[config.mk]
export PLATFORM = sky130hd
export DESIGN_NAME = knn_ram
export DESIGN_NICKNAME = d
export VERILOG_FILES = /design/src/design/knn_ram.sv
export SDC_FILE = /design/constraint.sdc
export NUM_CORES = 2
export LEC_CHECK = 0
export BUFFER_PORTS_ARGS = -buffer_cell sky130_fd_sc_hd__buf_2
export CORE_MARGIN = 4
export CORE_UTILIZATION = 45
export CTS_CLUSTER_DIAMETER = 100
export DETAILED_ROUTE_END_ITERATION = 16
export PLACE_DENSITY = 0.56
export SLEW_MARGIN = 20
export SYNTH_ARGS = -nofsm -noshare
export SYNTH_HDL_FRONTEND = slang
export SYNTH_SLANG_ARGS = --single-unit
export TNS_END_PERCENT = 10
[constraint.sdc]
create_clock -name clk -period 2.7 [get_ports clk]
set_input_delay 0.135 -clock clk [delete_from_list [all_inputs] [get_ports clk]]
set_output_delay 0.135 -clock clk [all_outputs]
set_load 0.01 [all_outputs]
[src/design/knn_ram.sv]
`timescale 1ns / 1ps
module knn_ram #(
	parameter int WIDTH = 16,
	parameter int DEPTH = 256
) (
	input  logic                     clk,
	input  logic                     we,
	input  logic [$clog2(DEPTH)-1:0] waddr,
	input  logic [WIDTH-1:0]         wdata,
	input  logic [$clog2(DEPTH)-1:0] raddr,
	output logic [WIDTH-1:0]         rdata
);
	logic [WIDTH-1:0] mem [DEPTH];

	always_ff @(posedge clk) begin
		if (we) begin
			mem[waddr] <= wdata;
		end
		rdata <= mem[raddr];
	end
endmodule

==> flow_metrics.env <==
export IMPL_path_common_cell="mux4_2"
export IMPL_route_detailed_drc=0
export IMPL_critPathLaunchType="flip-flop"
export IMPL_worstSetupPathDepth=6
export IMPL_crit_path_max_fanout=1
export IMPL_slew_headroom=0.2382
export IMPL_peakVddDrop_uv=663.2
export IMPL_area_delta_synth_final_pct=17.68
export IMPL_syn_cell_area_mm2=0.1587
export IMPL_detail_route_iter0_violations=9609
export IMPL_ys_warn_count=0
export IMPL_syn_area_per_cell_um2=21.56
export IMPL_post_cts_buffers=0
export IMPL_fin_cells=13430
export IMPL_cp_endpoint="rdata[10]"
export IMPL_fin_ws_ps=26.90
export IMPL_grt_pass1_vias=80870
export IMPL_drv_slew=0
export IMPL_worstPathRequired_ps=3550
export IMPL_pre_cts_slack_ps=-1161
export IMPL_ys_async_sr_fraction=0
export IMPL_critical_path_startpoint="mem[63][10]"
export IMPL_dpl_cell_area_mm2=0.1724
export IMPL_finClkSkew_ps=45.75
export IMPL_crit_slowest_cell="mux4_2"
export IMPL_via_count=81350
export IMPL_overflow=0
export IMPL_syn_nets=7394
export IMPL_path_class="flip-flop to flip-flop"
export IMPL_synth_top_family_by_area="multiplexers"
export IMPL_dp_cells=12610
export IMPL_tritoncts="yes"
export IMPL_cts_num_sinks=4112
export IMPL_antenna_found_initial=33
export IMPL_synth_simple_gate_area_frac=0.01574
export IMPL_wl_mm=442.9
export IMPL_timing_hold_violations_final=0
export IMPL_synth_edf_count=4096
export IMPL_p_seq_frac=0.515
export IMPL_wl_per_cell_um=32.97
export IMPL_outcome="finished clean"
export IMPL_final_cell_mix="edfxtp_1 (4096), buf_4 (911), mux4_2 (797)"
export IMPL_reg2regPathDepth=6
export IMPL_power_uw=136800
export IMPL_clockBufferDepth=4
export IMPL_synthAdderAreaFrac=0
export IMPL_worstSetupEndpointType="flip-flop"
export IMPL_yosysUniqueCellTypes=52
export IMPL_start_util=0.4531
export IMPL_htree_levels=5
export IMPL_swShare=0.2132
export IMPL_mostFrequentLayoutCell="edfxtp_1"
export IMPL_critical_path_top_delay_family="multiplexers"
export IMPL_cp_arrival_ps=3530
export IMPL_ys_flop_type="edfxtp_1"
export IMPL_final_fill_count=27030
export IMPL_power_internal_uw=107700
export IMPL_numCtsBuffers=426
export IMPL_grt_max_degree=126
export IMPL_reg2reg_slack_ps=30
export IMPL_place_gp_congestion=0.8566
export IMPL_hp_class="input pin to flip-flop"
export IMPL_tns_ps=0
export IMPL_drt_first_pass_iters=6
export IMPL_die_h_um=601.9
export IMPL_fin_crit_ps=2673
export IMPL_p_switching_uw=29170
export IMPL_grt_pass1_wl_mm=624.6
export IMPL_min_period_over_period=0.9900
export IMPL_setup_viol_count_final=0
export IMPL_powerDensity_mw_per_mm2=732.5
export IMPL_boundaryPins=50
export IMPL_path_cells="mux4_2 -> mux4_2 -> a22o_1 -> o32ai_4 -> buf_4 -> nor4_1"
export IMPL_dp_hpwl_mm=280.3
export IMPL_synthXorXnorAreaFrac=0
export IMPL_avgViaCountPerCell=6.056
export IMPL_design_area_mm2=0.1868
export IMPL_tightest_slew_ps=1134
export IMPL_critPathBufInv=1
export IMPL_die_area_mm2=0.3623
export IMPL_clk_pin_slew_ps=60
export IMPL_grtUsageTotal=0.2411
export IMPL_io_buffer_count=49
export IMPL_ys_seq_area_frac=0.7770
export IMPL_cts_root_buffer_cell="clkbuf_16"
export IMPL_synth_seq_cells=4112
export IMPL_worst_path_largest_cell_delay_ps=510
export IMPL_leakage_uw=0.06063
export IMPL_muxShareOfSynthArea=0.1550
export IMPL_ant_nets=0
export IMPL_clk_latency_ps=970
export IMPL_synth_compound_area_frac=0.03537
export IMPL_r2r_end="rdata[10]"
export IMPL_core_area_mm2=0.3502
export IMPL_r2r_start="mem[63][10]"
export IMPL_fmax_mhz=374.1
export IMPL_fp_row_count=217
export IMPL_maxCapViolations=0
export IMPL_die_w_um=601.9
export IMPL_power_frac_comb=0.056
export IMPL_fin_nets=8495
export IMPL_clkPwrFrac=0.429
export IMPL_netlist_instances=7360
export IMPL_rsz0062_at_grt="no"
export IMPL_layout_drive_gt1_share=0.3132
-- final cells by class --
cell class / instances / area (µm²) / share of cell area
multi-input combinational: 2792 / 33320 / 0.1784
sequential: 4112 / 123300 / 0.6602
inverter: 4 / 27.53 / 0.0001474
antenna: 11 / 27.53 / 0.0001474
clock buffer: 526 / 11260 / 0.06028
timing repair buffer: 1125 / 10370 / 0.05553
tap: 4599 / 5754 / 0.03081
clock inverter: 265 / 2701 / 0.01446
-- logic make-up (layout without fill, tap and decap cells) --
kind of cell | count (synthesis) | in the layout
AOI/OAI and AO/OA | 786 | 786
buffers and inverters | 456 | 1920
DFF | 4112 | 4112
muxes | 1450 | 1450
other | 0 | 11
and+or+nand+nor | 556 | 556
-- synthesized netlist by cell type (all sizes together) (3+ instances only) --
| cell type | number | share of area |
|---|---|---|
| nor2b | 9 | 0.00035 |
| a22o | 32 | 0.0018 |
| inv | 4 | 0.000095 |
| o21ai | 38 | 0.0012 |
| mux4 | 797 | 0.11 |
| a21oi | 175 | 0.0055 |
| a211oi | 18 | 0.00085 |
| nand2b | 3 | 0.00012 |
| o221ai | 253 | 0.014 |
| mux2i | 565 | 0.036 |
| and3 | 11 | 0.00043 |
| nor4 | 18 | 0.00075 |
| o22ai | 148 | 0.0058 |
| mux2 | 88 | 0.0062 |
| or2 | 5 | 0.00020 |
| nand4b | 3 | 0.00017 |
| nor3 | 92 | 0.0029 |
| nand2 | 38 | 0.00090 |
| nand3 | 35 | 0.0011 |
| nand4 | 26 | 0.0010 |
| clkbuf | 230 | 0.0054 |
| buf | 222 | 0.011 |
| o32ai | 21 | 0.0012 |
| edfxtp | 4096 | 0.77 |
| a221oi | 28 | 0.0015 |
| nor2 | 304 | 0.0072 |
| a22oi | 43 | 0.0020 |
| a2111oi | 6 | 0.00033 |
| a31oi | 6 | 0.00024 |
| dfxtp | 16 | 0.0020 |
| o31ai | 16 | 0.00076 |
-- stage by stage --
stage / utilization / hold WS (ps)
floorplan: - / 233.9
global placement: 0.4921 / 510.2
detailed placement: 0.4921 / 511.9
CTS: 0.5331 / 16.74
global route: 0.5332 / 73.63
finish: 0.5333 / 104.6
-- flip-flops by register name, indices dropped and copies added, names as in the netlist --
signal  count
rdata      16
mem      4096
-- per-layer routing --
| layer | part of all wire | track usage | wire length (µm) | vias to the layer above |
|---|---|---|---|---|
| li1 | - | - | - | 33570 |
| met1 | 0.41 | 0.3417 | 181200 | 43840 |
| met2 | 0.48 | 0.3856 | 212600 | 3281 |
| met3 | 0.080 | 0.04618 | 35570 | 650 |
| met4 | 0.030 | 0.06614 | 13460 | 14 |
| met5 | 0.00021 | 0 | 92 | - |
-- what timing repair did --
| item | in CTS | in global routing |
|---|---|---|
| endpoints found under the setup margin | 8 | 5 |
| resized for setup | 19 | 6 |
| hold buffers | 23 | 0 |
| hold endpoints to repair | 3665 | 0 |
-- power by group through the flow --
stage	clock, µW	sequential, µW	combinational, µW
after floorplan	0	71800	3470
after detailed placement	0	71800	7600
after CTS	59700	70500	7690
final	58700	70500	7650
after global routing	62600	70500	8000
after global placement	0	71800	7490
-- how the worst min path moves through the flow --
stage	start	cells past startpoint	end	slack [ps]
6_report	waddr[6]	5	mem[207][0]	100
5_1_grt	waddr[3]	4	mem[28][12]	70
4_1_cts	waddr[6]	5	mem[204][0]	20
2_1_floorplan	wdata[0]	0	mem[0][0]	230
3_5_place_dp	wdata[0]	1	mem[244][0]	510
3_3_place_gp	wdata[0]	1	mem[244][0]	510
-- worst register-to-register path, cell delays in order, from the launching register on --
cell and delay (ps):
edfxtp_1 370, mux4_2 480, mux4_2 510, a22o_1 460, o32ai_4 470, buf_4 220
nor4_1 50
(Power assumes the default switching activity.)
