===== config.mk =====
export PLATFORM = sky130hd
export DESIGN_NAME = knn_dist
export DESIGN_NICKNAME = d
export VERILOG_FILES = /design/src/design/knn_pkg.sv /design/src/design/knn_dist.sv
export SDC_FILE = /design/constraint.sdc
export NUM_CORES = 1
export LEC_CHECK = 0
export BUFFER_PORTS_ARGS = -buffer_cell sky130_fd_sc_hd__buf_4
export CORE_ASPECT_RATIO = 1.1
export CORE_MARGIN = 10
export CORE_UTILIZATION = 40
export DETAILED_ROUTE_END_ITERATION = 16
export PLACE_DENSITY = 0.62
export SETUP_SLACK_MARGIN = 0.4
export SYNTH_ARGS = -nofsm -noshare
export SYNTH_HDL_FRONTEND = slang
export SYNTH_SLANG_ARGS = --single-unit

===== constraint.sdc =====
create_clock -name clk -period 13.86 [get_ports clk]
set_input_delay 2.772 -clock clk [delete_from_list [all_inputs] [get_ports clk]]
set_output_delay 2.772 -clock clk [all_outputs]
set_load 0.02 [all_outputs]

===== src/design/knn_pkg.sv =====
`timescale 1ns / 1ps
package knn_pkg;
	localparam int MAX_VECTORS = 256;
	localparam int DIMENSION   = 16;
	localparam int MAX_K       = 8;
	localparam int VEC_AW      = $clog2(MAX_VECTORS);
	localparam int DIM_AW      = $clog2(DIMENSION);
	localparam int CNT_W       = VEC_AW + 1;
	localparam int STORE_AW    = VEC_AW + DIM_AW;
	localparam int DIST_W      = 40;
	localparam int K_AW        = $clog2(MAX_K);
	localparam logic [DIST_W-1:0] DIST_ONES = {DIST_W{1'b1}};

	typedef enum logic [1:0] {
		ACT_TRAIN = 2'd0,
		ACT_QUERY = 2'd1,
		ACT_CLEAR = 2'd2,
		ACT_NONE  = 2'd3
	} action_t;

	typedef enum logic [1:0] {
		DM_MANHATTAN = 2'd0,
		DM_CHEBYSHEV = 2'd1,
		DM_EUCLID    = 2'd2,
		DM_OTHER     = 2'd3
	} dist_mode_t;

	localparam logic REG_K    = 1'b0;
	localparam logic REG_MODE = 1'b1;

	typedef enum logic [2:0] {
		ST_LOAD,
		ST_SCAN,
		ST_VOTE,
		ST_EMIT,
		ST_INIT
	} state_t;

	typedef struct packed {
		logic [7:0] voted_class;
		logic       has_vote;
		logic       store_full;
		logic       is_query_result;
	} result_t;
endpackage


===== src/design/knn_dist.sv =====
`timescale 1ns / 1ps
// Distance unit: one element a cycle, register after the multiply.
module knn_dist import knn_pkg::*; (
	input  logic              clk,
	input  logic              start,
	input  logic              in_valid,
	input  logic              in_last,
	input  logic [15:0]       qa,
	input  logic [15:0]       sb,
	input  dist_mode_t        mode,
	output logic              done,
	output logic [DIST_W-1:0] dist_sum
);
	logic [16:0]       diff;
	logic [16:0]       diff_s1;
	logic [33:0]       sq_s1;
	logic              v_s1, last_s1;
	logic [DIST_W-1:0] acc_q;
	logic [DIST_W-1:0] nxt;

	always_comb begin
		if ($signed(qa) > $signed(sb)) begin
			diff = 17'($signed({qa[15], qa}) - $signed({sb[15], sb}));
		end else begin
			diff = 17'($signed({sb[15], sb}) - $signed({qa[15], qa}));
		end
	end

	always_ff @(posedge clk) begin
		v_s1    <= in_valid;
		last_s1 <= in_valid & in_last;
		diff_s1 <= diff;
		sq_s1   <= diff * diff;
	end

	always_comb begin
		case (mode)
			DM_CHEBYSHEV: nxt = ({23'd0, diff_s1} > acc_q) ? {23'd0, diff_s1} : acc_q;
			DM_EUCLID:    nxt = acc_q + {6'd0, sq_s1};
			default:      nxt = acc_q + {23'd0, diff_s1};
		endcase
	end

	always_ff @(posedge clk) begin
		if (start) begin
			acc_q <= '0;
		end else if (v_s1) begin
			acc_q <= nxt;
		end
		done <= v_s1 & last_s1;
	end

	assign dist_sum = acc_q;
endmodule


==> flow_metrics.py <==
metrics = {
    "yosys": {
        "ys_types": 86,
        "syn-cell-area_mm2": 0.0150,
        "yosys_warnings": 0,
        "synth_edf_count": 0,
        "synth_seq_area_share": 0.123,
        "syn_inst": 1746,
        "synthArstFlopShare": 0,
        "synth_fp_nets": 2166,
        "ys.flop_type": "dfxtp_1",
        "avgSynthCellArea_um2": 8.60,
        "synth_seq_cells": 92,
    },
    "floorplanning": {
        "rows": 74,
        "die_y_um": 223,
        "ios": 79,
        "floorplan.initialDensity": 0.404,
        "die_area_mm2": 0.0457,
        "core_area_mm2": 0.0371,
        "die_x_um": 205,
    },
    "route": {
        "drt_iter0_drc": 470,
        "routedWlPerCell_um": 16.4,
        "via_count": 11794,
        "via_per_inst": 5.15,
        "drtPass1Iterations": 4,
        "post-route-drc-count": 0,
        "ant_nets": 0,
        "drt-total-wl_um": 37600,
    },
    "sta": {
        "tightest_slew_ns": 1.00,
        "setup_viol": 0,
        "layout_min_cycle_time_ns": 12.02,
        "setup_ws_ns": 1.84,
        "hold_viol_final": 0,
        "relSlewSlack": 0.329,
        "clock_skew_ns": 0.0111,
        "finalMaxSlewViolations": 0,
        "fin_crit_sh": 0.867,
        "rsz0062_at_grt": "false",
        "setup_tns_ns": 0,
        "fmax_mhz": 83.2,
    },
    "clocking": {
        "hold_buffers": 0,
        "insertion_delay_ns": 0.35,
        "clkTransAtPathRegs_ns": 0.06,
        "cts.sinks": 92,
        "cts_resized": 0,
        "cts.htree.levels": 3,
        "cts_tree": "built",
        "cts_setup_buffers": 0,
        "clockBufferDepth": 2,
        "cts-root-buf": "clkbuf_16",
        "cts_made_buffers": 9,
    },
    "global_route": {
        "grt.overflow.total": 0,
        "grt_pass1_wl_um": 62300,
        "grt_max_degree": 40,
        "track_usage": 0.167,
        "grt_pass1_vias": 12374,
        "antenna_found_initial": 1,
    },
    "worst_setup_path": {
        "crit_family": "adder cells",
        "r2r_end": "dist_sum[35]$_SDFFE_PP0P_",
        "cpMostUsedCell": "fa_1",
        "max_stage_delay_ns": 0.77,
        "r2r_start": "diff_s1[14]$_DFF_P_",
        "cp.depth": 32,
        "r2r_slack_ns": 10.27,
        "crit_path_top_delay_cell": "xnor2_2",
        "criticalPathCategory": "in -> reg",
        "crit_path_start_kind": "input pin",
        "rr_worst_depth": 11,
        "end_kind": "register",
        "crit_path_max_fanout": 21,
        "crit_arrival_ns": 12.25,
        "crit_buf_inv": 7,
        "cp_data_required_time_ns": 14.09,
    },
    "finish": {
        "synthToLayoutAreaGrowth_pct": 8.80,
        "nets": 2214,
        "multi_input_area_mm2": 0.0116,
        "drive_gt1_frac": 0.0973,
        "fillers": 3735,
        "fin_util": 0.440,
        "diodes": 0,
        "regArea_mm2": 0.00184,
    },
    "placement": {
        "io_buffers": 78,
        "place_ws_ns": 1.49,
        "routabilityCongestion": 0.931,
        "hpwl_um": 31500,
    },
    "min_path": {
        "hp-start": "last_s1$_DFF_P_",
        "hold_path_end": "done$_DFF_P_",
        "hp-class": "reg -> reg",
        "holdPathStages": 1,
    },
    "flow_run": {
        "cap_violations": 0,
    },
    "outcome": {
        "status": "finished clean",
    },
}
worst max-delay path by stage:
stage,start,endpoint,slack [ns]
floorplan,qa[4],sq_s1[33]$_DFF_P_,3.00
global placement,qa[3],sq_s1[33]$_DFF_P_,1.53
detailed placement,qa[13],sq_s1[33]$_DFF_P_,1.49
CTS,qa[13],sq_s1[33]$_DFF_P_,1.86
global route,qa[15],sq_s1[33]$_DFF_P_,1.27
finish,qa[13],sq_s1[33]$_DFF_P_,1.84
sequential cells by signal (all words and copies together), names as in the netlist:
signal and count:
sq_s1 33, dist_sum 40, diff_s1 16, done 1, v_s1 1, last_s1 1
final cells by class:
class	count	share of cell area
clock buffers	12	0.0157
inverters	342	0.0786
repair buffers	88	0.0404
flip-flops and latches	92	0.113
well taps	494	0.0378
clock inverters	3	0.00283
multi-input cells	1261	0.712
per-stage QoR:
step / area, um^2 / hold slack [ns] / cells
3_5_place_dp: 16000 / 0.424 / 2277
2_1_floorplan: 15000 / 0.406 / 1746
6_report: 16300 / 0.436 / 2292
4_1_cts: 16300 / 0.444 / 2292
3_3_place_gp: 16000 / 0.419 / 2277
5_1_grt: 16300 / 0.476 / 2292
placed cells by master, fill, tap and decap left out, drive strengths merged, types with 10 or more instances in the layout:
| cell type | count |
|---|---|
| nand4 | 14 |
| nand3 | 21 |
| inv | 342 |
| mux2 | 16 |
| a211oi | 17 |
| mux2i | 14 |
| fa | 195 |
| o21a | 10 |
| a31oi | 14 |
| a21o | 45 |
| nor2 | 116 |
| and3 | 13 |
| buf | 88 |
| nor2b | 10 |
| nand2 | 190 |
| ha | 187 |
| dfxtp | 92 |
| o21ai | 62 |
| nand2b | 15 |
| and2 | 33 |
| xnor2 | 55 |
| clkbuf | 12 |
| a21oi | 84 |
| xor2 | 17 |
cells in the mapped netlist, types with 16 or more instances:
cell type / number / area share
xnor2_1: 47 / 0.027
inv_2: 19 / 0.0047
o21ai_0: 52 / 0.017
a21o_1: 45 / 0.022
mux2_2: 16 / 0.012
nand3_1: 21 / 0.0070
inv_1: 323 / 0.081
nor2_1: 116 / 0.029
fa_1: 195 / 0.26
nand2_1: 188 / 0.047
a211oi_1: 17 / 0.0085
ha_1: 187 / 0.16
and2_1: 32 / 0.013
buf_2: 18 / 0.0060
a21oi_1: 84 / 0.028
dfxtp_1: 92 / 0.12
clkbuf_1: 23 / 0.0057
cell families after synthesis:
| group | Yosys count | share of synthesized area |
|---|---|---|
| multiplexers | 30 | 0.0247 |
| flip-flops | 92 | 0.123 |
| AO/OA/AOI/OAI | 309 | 0.138 |
| adder cells (fa/ha/maj) | 382 | 0.416 |
| XOR/XNOR | 73 | 0.0507 |
| AND/OR/NAND/NOR | 467 | 0.146 |
| buffers and inverters | 393 | 0.103 |
metal layers:
layer | global-route usage | vias up | wire length, um
met1 | 0.207 | 5643 | 16400
met3 | 0.0341 | 56 | 2520
met5 | 0 | - | 0
met4 | 0.0514 | 0 | 911
met2 | 0.283 | 316 | 17800
li1 | - | 5779 | -
Power is not shown: default switching activity piles up to over one toggle a cycle in this logic, so the estimate is an artifact.
